$ cat src/design/tts_pkg.sv
// ----------------------------------------------------------------------------
// Tick task scheduler package
// Shared codes, types and defaults for the scheduler table and its cells.
// ----------------------------------------------------------------------------
package tts_pkg;

   localparam int TTS_TABLE_DEPTH = 8;
   localparam int TTS_TIME_W      = 16;

   typedef enum logic [1:0] {
      OP_TICK     = 2'd0,
      OP_ADD      = 2'd1,
      OP_DISPATCH = 2'd2
   } op_type;

   typedef enum logic [1:0] {
      ST_OK   = 2'd0,
      ST_FULL = 2'd1,
      ST_NONE = 2'd2
   } status_type;

   typedef enum logic {
      FSM_IDLE = 1'b0,
      FSM_SCAN = 1'b1
   } fsm_type;

   // Broadcast from the controller to every cell in the row.
   typedef struct packed {
      logic                  tick;
      logic                  scan;
      logic [TTS_TIME_W-1:0] timeout;
      logic                  periodic;
   } cmd_type;

   typedef struct packed {
      status_type status;
      logic [2:0] index;
   } rsp_type;

endpackage

$ cat src/design/tts_cell.sv
// ----------------------------------------------------------------------------
// Tick task scheduler cell
// One table entry: reload interval, remaining ticks, pending runs, and one
// stage of the dispatch probe that walks down the row.
// ----------------------------------------------------------------------------
module tts_cell
   import tts_pkg::*;
(
   input  logic    clock,
   input  logic    reset,
   input  cmd_type cmd,
   input  logic    load,
   input  logic    probe_in,
   output logic    pass_out,
   output logic    hit
);

   logic [TTS_TIME_W-1:0] reload_ff,  reload_in;
   logic [TTS_TIME_W-1:0] remain_ff,  remain_in;
   logic [TTS_TIME_W-1:0] pending_ff, pending_in;
   logic                  probe_ff,   probe_in_d;
   logic [TTS_TIME_W-1:0] remain_dec;
   logic                  pending_nz;
   logic                  add_run;

   always_comb begin
      remain_dec = remain_ff - TTS_TIME_W'(1);
      pending_nz = (pending_ff != '0);
      hit        = probe_ff & cmd.scan & pending_nz;
      pass_out   = probe_ff & cmd.scan & ~pending_nz;
      probe_in_d = probe_in;
      reload_in  = reload_ff;
      remain_in  = remain_ff;
      pending_in = pending_ff;
      add_run    = 1'b0;
      if (load) begin
         remain_in  = cmd.timeout;
         reload_in  = cmd.periodic ? cmd.timeout : '0;
         pending_in = '0;
      end else if (cmd.tick) begin
         if (reload_ff != '0) begin
            if (remain_dec == '0) begin
               remain_in = reload_ff;
               add_run   = 1'b1;
            end else begin
               remain_in = remain_dec;
            end
         end else if (remain_ff != '0) begin
            remain_in = remain_dec;
            add_run   = (remain_dec == '0);
         end
         // Pending runs saturate at the top of the range.
         if (add_run && (pending_ff != '1)) begin
            pending_in = pending_ff + TTS_TIME_W'(1);
         end
      end else if (hit) begin
         pending_in = pending_ff - TTS_TIME_W'(1);
      end
   end

   always_ff @(posedge clock) begin
      reload_ff  <= reload_in;
      remain_ff  <= remain_in;
      pending_ff <= pending_in;
   end

   always_ff @(posedge clock) begin
      if (reset) begin
         probe_ff <= 1'b0;
      end else begin
         probe_ff <= probe_in_d;
      end
   end

endmodule

$ cat src/design/tick_task_scheduler_top.sv
// ----------------------------------------------------------------------------
// Tick task scheduler
// Table of timer task entries held in a row of cells, with tick, add and
// dispatch transactions and a two-entry result queue.
// ----------------------------------------------------------------------------
//
//   Channel   Direction  Payload (lowest bit first)
//   req_*     in         operation[1:0], timeout[17:2], periodic[18], pad
//   rsp_*     out        status[1:0], task_index[4:2], pad
//
// A tick, an add and an unused operation code are handled on acceptance:
// every cell updates its own entry in parallel. A dispatch on an empty
// table is answered with no scan. Any other dispatch starts a scan: the
// probe steps one cell per cycle down the row and stops at the first
// entry with a pending run. Reset clears the entry count, the probe and
// the result queue; entry storage is rewritten on add, so there is no
// clearing pass. A stalled result port holds up to two results before new
// transactions are refused.
module tick_task_scheduler_top
   import tts_pkg::*;
#(
   parameter int TABLE_DEPTH = TTS_TABLE_DEPTH
)
(
   input  logic        clock,
   input  logic        reset,
   input  logic        req_tvalid,
   output logic        req_tready,
   input  logic [23:0] req_tdata,  // operation[1:0], timeout[17:2], periodic[18]
   output logic        rsp_tvalid,
   input  logic        rsp_tready,
   output logic [7:0]  rsp_tdata   // status[1:0], task_index[4:2]
);

   localparam int IDX_W = (TABLE_DEPTH > 1) ? $clog2(TABLE_DEPTH) : 1;
   localparam int CNT_W = $clog2(TABLE_DEPTH + 1);

   function automatic logic [2:0] to_task_index(input logic [IDX_W-1:0] idx);
      logic [IDX_W+2:0] wide;
      wide = (IDX_W + 3)'(idx);
      return wide[2:0];
   endfunction

   // Request decode.
   op_type          op;
   logic            accept;
   logic            full;
   logic            start;
   cmd_type         cmd;

   // Controller state.
   fsm_type          state_ff, state_in;
   logic [CNT_W-1:0] count_ff, count_in;
   logic [IDX_W-1:0] scan_ff,  scan_in;
   logic             scan_last;

   // Cell row.
   logic [TABLE_DEPTH-1:0] load;
   logic [TABLE_DEPTH-1:0] probe;
   logic [TABLE_DEPTH-1:0] pass;
   logic [TABLE_DEPTH-1:0] hit;
   logic                   hit_any;

   // Result queue.
   logic    push;
   rsp_type push_data;
   logic    pop;
   rsp_type q_ff [2];
   logic    wr_ptr_ff, rd_ptr_ff;
   logic [1:0] q_cnt_ff;

   assign op     = op_type'(req_tdata[1:0]);
   assign accept = req_tvalid & req_tready;
   assign full   = (count_ff == CNT_W'(TABLE_DEPTH));
   assign start  = accept && (op == OP_DISPATCH) && (count_ff != '0);

   assign cmd.tick     = accept && (op == OP_TICK);
   assign cmd.scan     = (state_ff == FSM_SCAN);
   assign cmd.timeout  = req_tdata[17:2];
   assign cmd.periodic = req_tdata[18];

   assign hit_any   = |hit;
   assign scan_last = (CNT_W'(scan_ff) == (count_ff - CNT_W'(1)));

   // The probe enters at cell 0 and moves one cell per cycle while scanning.
   generate
      for (genvar k = 0; k < TABLE_DEPTH; k++) begin : g_cell
         assign load[k] = accept && (op == OP_ADD) && !full &&
                          (count_ff == CNT_W'(k));
         if (k == 0) begin : g_head
            assign probe[k] = start;
         end else begin : g_link
            assign probe[k] = pass[k-1];
         end
         tts_cell u_cell (
            .clock    (clock),
            .reset    (reset),
            .cmd      (cmd),
            .load     (load[k]),
            .probe_in (probe[k]),
            .pass_out (pass[k]),
            .hit      (hit[k])
         );
      end
   endgenerate

   // Next state.
   always_comb begin
      state_in = state_ff;
      unique case (state_ff)
         FSM_IDLE: begin
            if (start) begin
               state_in = FSM_SCAN;
            end
         end
         FSM_SCAN: begin
            if (hit_any || scan_last) begin
               state_in = FSM_IDLE;
            end
         end
         default: state_in = FSM_IDLE;
      endcase
   end

   // Controller outputs: results, entry count and probe position.
   always_comb begin
      push             = 1'b0;
      push_data.status = ST_OK;
      push_data.index  = 3'd0;
      count_in         = count_ff;
      scan_in          = scan_ff;
      unique case (state_ff)
         FSM_IDLE: begin
            scan_in = '0;
            if (accept) begin
               push = 1'b1;
               case (op)
                  OP_ADD: begin
                     if (full) begin
                        push_data.status = ST_FULL;
                     end else begin
                        push_data.index = to_task_index(count_ff[IDX_W-1:0]);
                        count_in        = count_ff + CNT_W'(1);
                     end
                  end
                  OP_DISPATCH: begin
                     // An empty table has nothing to scan.
                     if (count_ff == '0) begin
                        push_data.status = ST_NONE;
                     end else begin
                        push = 1'b0;
                     end
                  end
                  default: ;
               endcase
            end
         end
         FSM_SCAN: begin
            if (hit_any) begin
               push            = 1'b1;
               push_data.index = to_task_index(scan_ff);
            end else if (scan_last) begin
               push             = 1'b1;
               push_data.status = ST_NONE;
            end else begin
               scan_in = scan_ff + IDX_W'(1);
            end
         end
         default: ;
      endcase
   end

   always_ff @(posedge clock) begin
      if (reset) begin
         state_ff <= FSM_IDLE;
         count_ff <= '0;
      end else begin
         state_ff <= state_in;
         count_ff <= count_in;
      end
   end

   always_ff @(posedge clock) begin
      scan_ff <= scan_in;
   end

   // Two-entry result queue. A transaction is taken only when a slot is free,
   // and only one is in flight, so a push always finds room.
   assign pop        = rsp_tvalid & rsp_tready;
   assign rsp_tvalid = (q_cnt_ff != 2'd0);
   assign req_tready = (state_ff == FSM_IDLE) && (q_cnt_ff != 2'd2);
   assign rsp_tdata  = {3'b000, q_ff[rd_ptr_ff].index, q_ff[rd_ptr_ff].status};

   always_ff @(posedge clock) begin
      if (push) begin
         q_ff[wr_ptr_ff] <= push_data;
      end
   end

   always_ff @(posedge clock) begin
      if (reset) begin
         wr_ptr_ff <= 1'b0;
         rd_ptr_ff <= 1'b0;
         q_cnt_ff  <= 2'd0;
      end else begin
         if (push) begin
            wr_ptr_ff <= ~wr_ptr_ff;
         end
         if (pop) begin
            rd_ptr_ff <= ~rd_ptr_ff;
         end
         q_cnt_ff <= q_cnt_ff + {1'b0, push} - {1'b0, pop};
      end
   end

endmodule

$ cat config.mk
export PLATFORM = sky130hd
export DESIGN_NAME = tick_task_scheduler_top
export DESIGN_NICKNAME = d
export VERILOG_FILES = /design/src/design/tts_pkg.sv /design/src/design/tts_cell.sv /design/src/design/tick_task_scheduler_top.sv
export SDC_FILE = /design/constraint.sdc
export NUM_CORES = 1
export LEC_CHECK = 0
export BUFFER_PORTS_ARGS = -buffer_cell sky130_fd_sc_hd__buf_4
export CORE_UTILIZATION = 40
export CTS_BUF_LIST = sky130_fd_sc_hd__clkbuf_8
export DETAILED_ROUTE_END_ITERATION = 6
export PLACE_DENSITY_LB_ADDON = 0.15
export SETUP_SLACK_MARGIN = 0.2
export SYNTH_ARGS = -nofsm -noshare
export SYNTH_HDL_FRONTEND = slang
export SYNTH_HIERARCHICAL = 1
export SYNTH_SLANG_ARGS = --single-unit
$ cat constraint.sdc
create_clock -name clock -period 5.9 [get_ports clock]
set_input_delay 0 -clock clock [delete_from_list [all_inputs] [get_ports clock]]
set_output_delay 0 -clock clock [all_outputs]
set_load 0.01 [all_outputs]
# ---- Word-level counts from Yosys, hierarchy flattened
# Memories as Yosys holds them, arrays and structs flattened. A register that Yosys moved wholly into a read port is not among the register bits.
# Cells that the tools add are included.
dict set report word_totals {
  regBits 404
  ramBits 10
  out_inout_bits 10
  mem_count 1
  word_cells 368
}
# memory depth width rd rd_clocked_by_memory_dff write_ports line_no
set mem_list {}
lappend mem_list {q_ff 2 5 1 1 1 tick_task_scheduler_top.sv:68} ;# rsp_type q_ff [2];
dict set report op_classes {
  addsub 29
  n_mux 131
  bitwise_logic 36
  eq_ne 30
  n_reduce_logical 103
}
# operator count
set op_table {}
lappend op_table {{$mux 16} 65}
lappend op_table {{$reduce_bool 16->1} 24}
lappend op_table {{$sub 16x1->16 const B} 16}
lappend op_table {{$add 16x1->16 const B} 8}
lappend op_table {{$logic_not 16->1} 8}
lappend op_table {{$ne 16x16->1 const B} 8}
lappend op_table {{$mux 1} 52}
lappend op_table {{$reduce_and 2->1} 17}
lappend op_table {{$reduce_bool 2->1} 17}
lappend op_table {{$and 1x1->1} 25}
lappend op_table {{$reduce_bool 3->1} 8}
lappend op_table {{$logic_and 1x1->1} 22}
lappend op_table {{$eq 4x3->1 const B} 4}
lappend op_table {{$ne 2x1->1 const B} 8}
lappend op_table {{$mux 3} 5}
lappend op_table {{$not 1->1} 11}
lappend op_table {{$pmux 5 s2} 1}
lappend op_table {{$eq 4x2->1 const B} 2}
lappend op_table {{$reduce_or 8->1} 1}
lappend op_table {{$mux 2} 3}
lappend op_table {{$ne 2x2->1 const B} 3}
lappend op_table {{$pmux 3 s2} 1}
lappend op_table {{$mux 5} 1}
lappend op_table {{$add 4x1->4 const B} 1}
lappend op_table {{other kinds (17)} 18}

# ---- Logic depth before layout (Yosys ltp)
dict set report logic_depth {
  word_depth 10
  ltp_mapped 13
  depth_no_buf 13
}

# ---- By module
# The synthesis kept the hierarchy.
# module instances area_per_inst_um2 cells_each
set by_module_without_submodules {}
lappend by_module_without_submodules {{tts_cell (g_cell[3].u_cell ...)} 4 3173.0 328}
lappend by_module_without_submodules {{tts_cell (g_cell[0].u_cell ...)} 3 3175.5 328}
lappend by_module_without_submodules {{tts_cell (g_cell[7].u_cell)} 1 3249.4 333}
lappend by_module_without_submodules {tick_task_scheduler_top 1 1397.6 136}

# ---- Worst setup path before layout
# Ideal clock, no wire load.
dict set report synth_timing {
  path_type {register to register}
  startpoint {register state_ff}
  endpoint {register g_cell[1].u_cell.remain_ff[0] (enable)}
  slack_ns 1.524
  stages_incl_launch_ff 8
  arrival_ns 4.002
  period_less_slack_ns 4.376
  required_ns 5.525
  n_path_buf 3
  cell_sequence {dfxtp_1 > buf_6 > nor3b_4 > nand2_1 > nor4b_1 > buf_4 > clkbuf_1 > nand2b_1}
}
dict set report synth_between {
  elab_chain_cells 8
}
# item line_no
set synth_lines {}
lappend synth_lines {{start: declaration} tick_task_scheduler_top.sv:52} ;# fsm_type state_ff, state_in;
lappend synth_lines {{start signal: assignment} tick_task_scheduler_top.sv:178} ;# state_ff <= state_in;
lappend synth_lines {{$not 1->1 (no line) (*)} n/a}
lappend synth_lines {{$logic_and 1x1->1 (*)} tick_task_scheduler_top.sv:191} ;# assign req_tready = (state_ff == FSM_IDLE) && (q_cnt_ff != 2'd2);
lappend synth_lines {{$and 1x1->1 (*)} tick_task_scheduler_top.sv:73} ;# assign accept = req_tvalid & req_tready;
lappend synth_lines {{$logic_and 1x1->1 (*) (3 in series)} tick_task_scheduler_top.sv:88} ;# assign load[k] = accept && (op == OP_ADD) && !full &&
lappend synth_lines {{net load[1]} tick_task_scheduler_top.sv:58} ;# logic [TABLE_DEPTH-1:0] load;
lappend synth_lines {{$reduce_bool 3->1 (no line) or $reduce_bool 2->1 (tied branches)} n/a}
lappend synth_lines {{$reduce_and 2->1 (no line) (*)} n/a}
lappend synth_lines {{end signal: assignment} tts_cell.sv:63} ;# remain_ff <= remain_in;
lappend synth_lines {{end: declaration} tts_cell.sv:19} ;# logic [TTS_TIME_W-1:0] remain_ff, remain_in;
# Mark *: on every way through the listed nets, which the timed path passes. The rest lies on a longest branch.
# A chain may end at the register's enable or synchronous reset.

==> impl_metrics.py <==
metrics = {
    "timing": {
        "tightest_slew_ps": 1210,
        "fin_worst_skew_ps": 32.9,
        "hold_viol": 0,
        "setup_viol": 0,
        "slew_headroom_pct": 18.6,
        "max_freq_ghz": 0.218,
        "rsz0062_at_grt": "false",
        "fin_crit_sh_pct": 77.8,
        "period_needed_ps": 4590,
        "slew_viol_final": 0,
        "fin_setup_tns_ps": 0,
    },
    "worst_setup_path": {
        "reg2reg_from": "q_cnt_ff[0]",
        "critPathKind": "reg -> reg",
        "cp.depth": 13,
        "crit_family": "simple AND/OR/NAND/NOR gates",
        "cp.arrival_ps": 5140,
        "worstReg2RegEnd": "g_cell[3].u_cell/pending_ff[14]",
        "crit_path_cell_trace": "and2b_1 -> nor3b_4 -> and2_1 -> inv_1 -> fa_1 -> a21o_1 -> a211oi_1 -> o21ai_0 -> a21o_1 -> a311oi_1 -> nor2_1 -> nand3_1 -> nand4_1",
        "r2r_cells": 13,
        "critical_path.max_fanout": 18,
        "cp_slowest_cell": "and2_1",
        "endpoint": "g_cell[3].u_cell/pending_ff[14]",
        "critPathRequiredTime_ps": 6450,
        "crit_top_cell": "a21o_1",
        "startpoint_type": "flip-flop",
        "cp-startpoint": "q_cnt_ff[0]",
        "cp_slowest_stage_delay_ps": 770,
        "end_kind": "flip-flop",
        "crit_buf_inv": 1,
        "r2r_setup_slack_ps": 1310,
    },
    "worst_hold_path": {
        "hold_class": "in -> reg",
    },
    "run": {
        "drv_cap": 0,
    },
    "floorplanning": {
        "die_w_um": 261,
        "start_util_pct": 40.6,
        "ios": 38,
        "rows": 94,
        "die_height_um": 261,
        "dieArea_um2": 68200,
        "coreArea_um2": 66100,
    },
    "placed_design": {
        "io_buffers": 29,
        "placed_cells": 3581,
        "gp_congestion": 0.854,
        "dp_hpwl_mm": 42.9,
    },
    "detailed_routing": {
        "wirelength_mm": 65.4,
        "drc": 4,
        "drt_pre_antenna_iters": 7,
        "num_vias": 20500,
        "via_per_inst": 5.45,
        "postRouteAntennaNets": 0,
        "drtIter0Drc": 1080,
        "wire_per_inst_um": 17.4,
    },
    "run_status": {
        "status": "finished, violations left",
        "violations": "design-rule violations",
    },
    "cts": {
        "cts_htree_levels": 3,
        "cts_inserted_buffers": 80,
        "ctsHoldBuffers": 25,
        "clk_latency_ps": 680,
        "post_cts_resize_count": 0,
        "clock_sinks": 415,
        "tritoncts": "done",
        "clk_pin_slew_ps": 60,
        "clock_path_buffers": 3,
        "cts_post_setup_buffers_inserted": 0,
        "root_buffer": "clkbuf_8",
    },
    "global_routing": {
        "met3_usage_pct": 2.98,
        "overflow": 0,
        "grt_util_met1_pct": 26.3,
        "grt_max_degree": 90,
        "grt_util_met2_pct": 31.0,
        "grt_usage_pct": 19.2,
        "grt_pass1_wl_mm": 105,
        "busiest_layer": "met2",
        "antenna_found_initial": 2,
        "grt_pass1_vias": 19800,
    },
    "layout": {
        "final_core_util_pct": 44.6,
        "area_delta_synth_final_pct": 9.74,
        "final_cell_mix": "296 x nor2_1, 269 x edfxtp_1, 187 x nand2_1",
        "final_common_cell": "nor2_1",
        "drive_gt1_share_pct": 9.17,
        "fin_cells": 3756,
        "nNetsFinal": 3006,
        "fill_cells": 6366,
    },
    "logic_synthesis": {
        "syn_avg_cell_area_um2": 9.72,
        "netlist_area_um2": 26900,
        "ys_warn_count": 6,
        "syn_inst": 2764,
    },
    "pwr": {
        "ir_worst_vdd_mv": 0.196,
        "power_mw": 6.82,
        "p_leak_nw": 10.9,
        "p_per_area_nw_per_um2": 231,
    },
}
==> state kept, by name (all words and copies together), names as in the netlist, named ones only <==
register / count
g_cell.u_cell/probe_ff: 8
state_ff: 1
q_cnt_ff: 2
wr_ptr_ff: 1
g_cell.u_cell/reload_ff: 128
scan_ff: 3
q_ff: 10
count_ff: 4
g_cell.u_cell/remain_ff: 128
g_cell.u_cell/pending_ff: 128
rd_ptr_ff: 1
==> worst reg2reg max path: stages, from the launching register on <==
cell      delay, ps
dfxtp_1         340
and2b_1         220
nor3b_4         370
and2_1          770
inv_1           610
fa_1            610
a21o_1          190
a211oi_1        280
o21ai_0         170
a21o_1          200
a311oi_1        430
nor2_1           90
nand3_1         100
nand4_1          90
==> metal layers <==
metal  vias to the layer above  wire length (µm)
met3                       103              2610
met5                         -                 0
met4                         0              1460
met1                      9764             31700
li1                      10300                 -
met2                       351             29700
==> through the flow <==
step,setup WS [ps],area (µm²),hold WS (ps)
4_1_cts,1280,29500,162
2_1_floorplan,1520,26900,71.6
3_3_place_gp,1320,27700,344
6_report,1310,29500,224
5_1_grt,1000,29500,201
3_5_place_dp,1280,27700,349
==> report_power, final <==
group | total [mW] | switching [mW] | internal (mW)
Combinational | 0.807 | 0.473 | 0.333
Clock | 2.69 | 1.29 | 1.40
Sequential | 3.32 | 0.104 | 3.22
==> final cells by class <==
type	count	area (µm²)	area share, %
repair buffers	72	603	2.05
clock inverters	58	249	0.845
clock buffers	90	1240	4.20
diodes	2	5.00	0.0170
well taps	864	1080	3.67
multi-input cells	2128	14800	50.3
flip-flops and latches	415	11000	37.3
inverters	127	477	1.62
==> worst min-delay path by stage <==
| stage | start | to | slack [ps] | cells after the start |
|---|---|---|---|---|
| floorplan | reset | g_cell[0].u_cell/probe_ff | 70 | 1 |
| global placement | reset | count_ff[0] | 340 | 2 |
| detailed placement | reset | flip-flop | 350 | 2 |
| CTS | reset | g_cell[1].u_cell/probe_ff | 160 | 3 |
| global route | reset | g_cell[4].u_cell/probe_ff | 200 | 3 |
| finish | reset | g_cell[1].u_cell/probe_ff | 220 | 3 |
(Power assumes the default switching activity.)
